**src/sv/big5u_pkg.sv**
```systemverilog
`default_nettype none
package big5u_pkg;

	// One table word: Big5 code over Unicode value
	typedef struct packed {
		logic [15:0] code;
		logic [20:0] uni;
	} map_word_t;

	// Request and response between the top level and the table search
	typedef struct packed {
		logic        start;
		logic [15:0] code;
	} srch_req_t;

	typedef struct packed {
		logic        done;
		logic [20:0] uni;
	} srch_rsp_t;

	// UTF-8 form of one scalar: byte count and bytes, first byte at [0]
	typedef struct packed {
		logic [2:0]      len;
		logic [3:0][7:0] b;
	} utf8_t;

	localparam logic [7:0] ASCII_MAX  = 8'h7F;
	localparam logic [7:0] LEAD_LO    = 8'h81;
	localparam logic [7:0] LEAD_HI    = 8'hFE;
	localparam logic [7:0] TRAIL_A_LO = 8'h40;
	localparam logic [7:0] TRAIL_A_HI = 8'h7E;
	localparam logic [7:0] TRAIL_B_LO = 8'hA1;
	localparam logic [7:0] TRAIL_B_HI = 8'hFE;

	localparam logic REG_TABLE_ENTRIES = 1'b0;
	localparam logic REG_OUT_CAPACITY  = 1'b1;

	localparam logic OP_LOAD = 1'b0;
	localparam logic OP_BYTE = 1'b1;

	function automatic logic pair_valid(input logic [7:0] lead, input logic [7:0] trail);
		logic l;
		logic t;
		l = (lead >= LEAD_LO) && (lead <= LEAD_HI);
		t = ((trail >= TRAIL_A_LO) && (trail <= TRAIL_A_HI)) ||
		    ((trail >= TRAIL_B_LO) && (trail <= TRAIL_B_HI));
		return l && t;
	endfunction

	function automatic utf8_t utf8_encode(input logic [20:0] u);
		utf8_t e;
		e = '0;
		if (u < 21'h80) begin
			e.len  = 3'd1;
			e.b[0] = u[7:0];
		end else if (u < 21'h800) begin
			e.len  = 3'd2;
			e.b[0] = {3'b110, u[10:6]};
			e.b[1] = {2'b10, u[5:0]};
		end else if (u < 21'h10000) begin
			e.len  = 3'd3;
			e.b[0] = {4'b1110, u[15:12]};
			e.b[1] = {2'b10, u[11:6]};
			e.b[2] = {2'b10, u[5:0]};
		end else begin
			e.len  = 3'd4;
			e.b[0] = {5'b11110, u[20:18]};
			e.b[1] = {2'b10, u[17:12]};
			e.b[2] = {2'b10, u[11:6]};
			e.b[3] = {2'b10, u[5:0]};
		end
		return e;
	endfunction

endpackage
`default_nettype wire

```
**src/sv/big5u_search.sv**
```systemverilog
`default_nettype none
// Binary search over the loaded table, one memory read per step
module big5u_search #(
	parameter int DEPTH = 16384,
	parameter int AW    = 14
) (
	input  wire                  clk,
	input  wire                  arst_n,
	input  wire [14:0]           table_entries,
	input  big5u_pkg::srch_req_t req,
	output big5u_pkg::srch_rsp_t rsp,
	output logic                 rd_en,
	output logic [AW-1:0]        rd_addr,
	input  big5u_pkg::map_word_t rd_data
);

	localparam logic [1:0] S_IDLE = 2'd0;
	localparam logic [1:0] S_LO   = 2'd1;
	localparam logic [1:0] S_HI   = 2'd2;
	localparam logic [1:0] S_MID  = 2'd3;
	localparam logic [16:0] DEPTH17 = 17'(DEPTH);

	logic [1:0]    state_q;
	logic [15:0]   code_q;
	logic [AW-1:0] lo_q, hi_q, mid_q;
	logic [15:0]   lo_code_q;
	logic [20:0]   lo_uni_q;

	logic [16:0]   ent17, n17;
	logic [AW-1:0] last_idx;
	logic [AW:0]   mid_sum;
	logic [AW-1:0] nlo, nhi;

	// Searched slot count is min(entries, depth)
	assign ent17    = {2'b00, table_entries};
	assign n17      = (ent17 < DEPTH17) ? ent17 : DEPTH17;
	assign last_idx = AW'(n17 - 17'd1);

	// Next bounds after a middle compare
	always_comb begin
		nlo = lo_q;
		nhi = hi_q;
		if (code_q > rd_data.code) begin
			nlo = mid_q;
		end else begin
			nhi = mid_q;
		end
	end

	always_comb begin
		rd_en   = 1'b0;
		rd_addr = '0;
		mid_sum = '0;
		unique case (state_q)
			S_IDLE: begin
				rd_en   = req.start && (req.code > 16'(big5u_pkg::ASCII_MAX)) && (n17 != '0);
				rd_addr = '0;
			end
			S_LO: begin
				rd_en   = 1'b1;
				rd_addr = hi_q;
			end
			S_HI: begin
				mid_sum = {1'b0, lo_q} + {1'b0, hi_q};
				rd_en   = 1'b1;
				rd_addr = mid_sum[AW:1];
			end
			S_MID: begin
				mid_sum = {1'b0, nlo} + {1'b0, nhi};
				rd_en   = 1'b1;
				rd_addr = mid_sum[AW:1];
			end
			default: begin
				rd_en = 1'b0;
			end
		endcase
	end

	always_ff @(posedge clk or negedge arst_n) begin
		if (!arst_n) begin
			state_q  <= S_IDLE;
			rsp      <= '0;
			code_q   <= '0;
			lo_q     <= '0;
			hi_q     <= '0;
			mid_q    <= '0;
			lo_code_q <= '0;
			lo_uni_q <= '0;
		end else begin
			unique case (state_q)
				S_IDLE: begin
					// Done pulse here only for codes that need no table read
					rsp.done <= req.start && !rd_en;
					if (req.start) begin
						code_q <= req.code;
						if (rd_en) begin
							lo_q    <= '0;
							hi_q    <= last_idx;
							state_q <= S_LO;
						end else begin
							rsp.uni  <= {5'd0, req.code};
						end
					end
				end
				S_LO: begin
					lo_code_q <= rd_data.code;
					lo_uni_q  <= rd_data.uni;
					state_q   <= S_HI;
				end
				S_HI: begin
					mid_q <= rd_addr;
					if (code_q < lo_code_q || code_q > rd_data.code) begin
						rsp.done <= 1'b1;
						rsp.uni  <= {5'd0, code_q};
						state_q  <= S_IDLE;
					end else if (code_q == lo_code_q) begin
						rsp.done <= 1'b1;
						rsp.uni  <= lo_uni_q;
						state_q  <= S_IDLE;
					end else if (code_q == rd_data.code) begin
						rsp.done <= 1'b1;
						rsp.uni  <= rd_data.uni;
						state_q  <= S_IDLE;
					end else if ((hi_q - lo_q) > AW'(1)) begin
						state_q <= S_MID;
					end else begin
						rsp.done <= 1'b1;
						rsp.uni  <= {5'd0, code_q};
						state_q  <= S_IDLE;
					end
				end
				S_MID: begin
					lo_q  <= nlo;
					hi_q  <= nhi;
					mid_q <= rd_addr;
					if (code_q == rd_data.code) begin
						rsp.done <= 1'b1;
						rsp.uni  <= rd_data.uni;
						state_q  <= S_IDLE;
					end else if ((nhi - nlo) <= AW'(1)) begin
						rsp.done <= 1'b1;
						rsp.uni  <= {5'd0, code_q};
						state_q  <= S_IDLE;
					end
				end
				default: begin
					rsp.done <= 1'b0;
					state_q  <= S_IDLE;
				end
			endcase
		end
	end

endmodule
`default_nettype wire

```
**config.mk**
```make
export PLATFORM = sky130hd
export DESIGN_NAME = big5u_search
export DESIGN_NICKNAME = d
export VERILOG_FILES = /design/src/sv/big5u_pkg.sv /design/src/sv/big5u_search.sv
export SDC_FILE = /design/constraint.sdc
export NUM_CORES = 1
export LEC_CHECK = 0
export CAP_MARGIN = 20
export CORE_MARGIN = 10
export CORE_UTILIZATION = 39
export CTS_CLUSTER_SIZE = 16
export DETAILED_ROUTE_END_ITERATION = 8
export DONT_BUFFER_PORTS = 1
export PLACE_DENSITY_LB_ADDON = 0.15
export SETUP_SLACK_MARGIN = 0.3
export SLEW_MARGIN = 20
export SYNTH_ARGS = -nofsm -noshare
export SYNTH_HDL_FRONTEND = slang
export SYNTH_SLANG_ARGS = --single-unit
```
**constraint.sdc**
```tcl
create_clock -name clk -period 11.2 [get_ports clk]
set_clock_uncertainty 0.15 [all_clocks]
set_input_delay 1.68 -clock clk [delete_from_list [all_inputs] [get_ports clk]]
set_output_delay 1.68 -clock clk [all_outputs]
set_load 0.02 [all_outputs]
```
* Word-level counts from Yosys, hierarchy flattened
Index checks and enable logic that the tools add are counted.
** Word-level totals
- Register bits :: 119
- Bits in latches :: 0
- RAM bits :: 0
- ROM bits :: 0
- Input bits :: 71
- Output and inout port bits :: 37
- Memories kept :: 0
** Operators by class
- Add/subtract/negate cells :: 5
- Multipliers :: 0
- Div/mod/pow operators :: 0
- $lt $le $gt $ge :: 6
- Eq/ne operators :: 10
- Shift operators :: 0
- Mux-type cells :: 29
- Bitwise operators :: 0
- Reductions and logical operators :: 16
** Operators with widths (number)
- $mux W22 :: 6
- $mux W14 :: 6
- $pmux W22 S3 :: 1
- $pmux W14 S2 :: 2
- $pmux W14 S4 :: 1
- $mux W21 :: 2
- $eq A16 B16 Y1 :: 2
- $add A14 B14 Y15 :: 2
- $sub A14 B14 Y14 :: 2
- $reduce_bool A17 Y1 :: 1
- $gt A16 B16 Y1 :: 1
- $gt A16 B7 Y1 const B :: 1
- $lt A16 B16 Y1 :: 1
- $mux W2 :: 8
- $lt A15 B15 Y1 const B :: 1
- $mux W15 :: 1
- $gt A14 B1 Y1 const B :: 1
- $le A14 B1 Y1 const B :: 1
- $sub A14 B1 Y14 const B :: 1
- $reduce_and A3 Y1 :: 3
- $pmux W2 S4 :: 1
- $ne A2 B2 Y1 const B :: 3
- $ne A5 B5 Y1 const B :: 1
- $reduce_and A5 Y1 :: 1
- other kinds (13) :: 16

* Logic depth before layout (Yosys ltp)
- Depth after elaboration :: 8
- Mapped depth :: 22

* Worst setup path after synthesis
OpenSTA, ideal clock, no wires.
- Kind :: in2out
- From :: input rd_data[36] in the netlist's numbering
- To :: output rd_addr[9]
- Arrival :: 5.605 ns
- Data required time :: 9.370 ns
- Setup slack :: 3.765 ns
- Cell stages on the path :: 20
- Path buffers :: 2
- Cell sequence :: inv_1 -> ha_1 -> nand4_1 -> nor3_1 -> o221ai_1 -> a21boi_1 -> clkbuf_1 -> clkbuf_1 -> nand2_1 -> o21ai_0 -> ha_1 -> nor2b_1 -> o21a_1 -> o21ai_0 -> a211oi_1 -> a2111oi_0 -> xnor2_1 -> nand2_1 -> o21ai_0 -> a22o_1
** On the way
- Cells in the longest elaborated chain, start to end :: 4
- Elaborated cells on any way between the ends :: 5
- Classes of those cells :: add/sub (1); order compare (1); mux (3)
** RTL lines
- start: declaration :: RTL line big5u_search.sv:14 : input big5u_pkg::map_word_t rd_data
- $gt A16 B16 Y1 (*) :: RTL line big5u_search.sv:43 : if (code_q > rd_data.code) begin
- $mux W14 :: RTL line big5u_search.sv:43
- $add A14 B14 Y15 (*) :: RTL line big5u_search.sv:69 : mid_sum = {1'b0, nlo} + {1'b0, nhi};
- $pmux W14 S4 (*) :: RTL line big5u_search.sv:54 : unique case (state_q)
- end: declaration :: RTL line big5u_search.sv:13 : output logic [AW-1:0] rd_addr,
Every way passes the cells marked *; elsewhere a longest branch is shown, timed or not.

* Worst setup path after layout
Ends and elaborated chain as after synthesis.

==> metrics.txt <==
pin count of the biggest net entering global routing 120; WS Path Type in2out; Min-Delay Path Class reg2reg; ant diodes 0; fmax 0.124 GHz; Post-Syn Area per Cell approximately 8.3 µm²; flop-to-flop setup slack 4.52 ns; commonest non-fill, non-tap cells in the layout nand2_1, dfrtp_1, inv_1; I/O Pins 108; sequential share of the synthesized area 0.307; Worst Reg2Reg Path Length in Cells 20; hold depth 2; area delta synth->final 8.82%; Yosys reg bits 119; outcome completed; Ys Warns 0; commonest non-fill, non-tap cell in the layout nand2_1; vias per cell 5.66; htree depth 4; total CTS buffers 17; CORE AREA 0.0244 mm²; Die H ~180 µm; Starting Density 0.397; global route overflow 0; cells after synthesis 1170; TritonCTS clock tree yes; Worst setup SP type primary input; Slew Viols, Final 0; drt pass-1 iters 5; FP Rows between 50 and 60; period utilisation layout 0.719; Root Driver clkbuf_16; Skew-Pair Late Insertion Delay ~0.43 ns; unrepaired setup endpoints after global routing false; Top FF cell, synth dfrtp_1; worst-case clock buffer depth 2; clock tree sinks 119; worst slew pin tran 1.00 ns; WP data arrival about 6.2 ns; setup bufs post-CTS 0; Post-Syn Nets 1332; DIE WIDTH 178 µm; Post-CTS Hold Buffers 0; crit end category output port; routed vias 8346; Post-Syn Area 0.00969 mm²; Post-synth EDFFs 0; first-pass GRT wire length 47.4 mm; Worst slew margin 0.331; worst path required time 9.37 ns; dpl hpwl between 20 and 25 mm; setup violators final 0; Fin. Hold Viols 0; final net count 1300; Routed wire per std cell just over 20 µm; total wire length 30.0 mm; GP Congestion ~0.86; vias in the first global route between 8000 and 9000; initial antenna violation count 0; initial DRC count 720; clk slew on worst S/H paths 0.06 ns; post-CTS sizing 0; crit-path max FO 50; min Tclk post-route 8.05 ns; remaining antenna violation count after routing 0; Total GRT Usage 0.191; Port Buf Inserts 0; Remaining DRCs 0; post-route setup TNS 0 ns; layout cell share with drive strength beyond 1 0.0938; asr flop ratio synth 1.00; Die Footprint ~0.032 mm²; Cell variety after synth 73; Max-Cap Viols 0
==> per-layer routing <==
| layer | GRT usage | wire length (µm) | vias to the layer above |
|---|---|---|---|
| met5 | 0 | 0 | - |
| met1 | 0.274 | 14700 | 4068 |
| met3 | 0.0410 | 1850 | 14 |
| li1 | - | - | 4058 |
| met4 | 0.0399 | 238 | 0 |
| met2 | 0.286 | 13200 | 206 |
==> worst max-delay path: stages <==
cell	delay (ns)
inv_1	0.03
ha_1	0.30
nand4_1	0.13
nor3_1	0.09
nand3_1	0.09
buf_4	0.35
a21boi_4	0.23
buf_4	0.46
nor2_1	0.08
a21oi_1	0.24
inv_1	0.08
ha_1	0.39
nor2b_1	0.18
o21a_1	0.18
o21ai_0	0.32
a211oi_1	0.16
a2111oi_0	0.49
xnor2_1	0.18
nand2_1	0.07
o21ai_0	0.10
a22o_1	0.35
==> state kept, by name, indices dropped and copies added, names as in the netlist <==
signal,cells
rsp,22
lo_q,14
hi_q,14
lo_code_q,16
lo_uni_q,21
state_q,2
mid_q,14
code_q,16
==> stage by stage <==
step / instance area, µm² / setup slack [ns] / hold WS, ns / utilization / instances
6_report: 10500 / 3.15 / 0.326 / 0.432 / 1475
5_1_grt: 10500 / 2.62 / 0.358 / 0.432 / 1475
4_1_cts: 10500 / 3.13 / 0.330 / 0.432 / 1475
3_5_place_dp: 9940 / 3.13 / 0.312 / 0.408 / 1443
3_3_place_gp: 9940 / 3.18 / 0.308 / 0.408 / 1443
2_1_floorplan: 9690 / 3.77 / 0.296 / - / 1170
==> worst paths after layout <==
check,start,endpoint
setup / recovery,rd_data[36],rd_addr[9]
hold / removal,lo_uni_q[18],lo_uni_q[18]
setup reg to reg,code_q[14],rsp[0]
hold reg to reg,lo_uni_q[18],lo_uni_q[18]
max in group asynchronous,arst_n,state_q[1]
min in group asynchronous,arst_n,hi_q[3]
==> cell type report <==
class	count	area, µm²
inverters	115	432
flip-flops and latches	119	2980
clock buffers	17	425
multi-input cells	874	6040
clock inverters	15	180
fillers	2472	13800
repair buffers	11	82.6
well taps	324	405
==> kinds of logic after synthesis <==
group           synth area share
compound gates             0.223
xor+xnor                  0.0325
fa+ha+maj                  0.121
buf+inv                   0.0722
flops                      0.307
mux                       0.0789
simple gates               0.165
==> cell usage after synthesis, types with 4 or more instances <==
cell type	n	area share
nand4_1	6	0.0039
xor2_1	12	0.011
a221o_1	5	0.0052
mux2i_1	16	0.017
buf_1	8	0.0031
o221ai_1	20	0.018
a21o_1	6	0.0046
inv_1	115	0.045
nor2_1	63	0.024
and2_1	5	0.0032
mux2_4	14	0.022
xnor2_1	24	0.022
nor2b_1	23	0.015
nand3_1	24	0.012
o211ai_1	16	0.012
nor3b_1	4	0.0031
clkbuf_1	47	0.018
a21oi_1	73	0.038
ha_1	87	0.11
nor4_1	8	0.0052
nand2_1	159	0.062
o21a_1	9	0.0070
a22o_1	4	0.0036
nor3_1	16	0.0083
a211oi_1	7	0.0054
nand2b_1	23	0.015
o31ai_1	8	0.0062
a22oi_1	13	0.010
o31a_1	5	0.0045
mux2_2	35	0.041
or3_1	6	0.0039
a31oi_1	4	0.0026
fa_1	4	0.0083
o21ai_0	106	0.055
dfrtp_1	119	0.31
o22ai_1	18	0.012
Power is not shown: default switching activity piles up to over one toggle a cycle in this logic, so the estimate is an artifact.
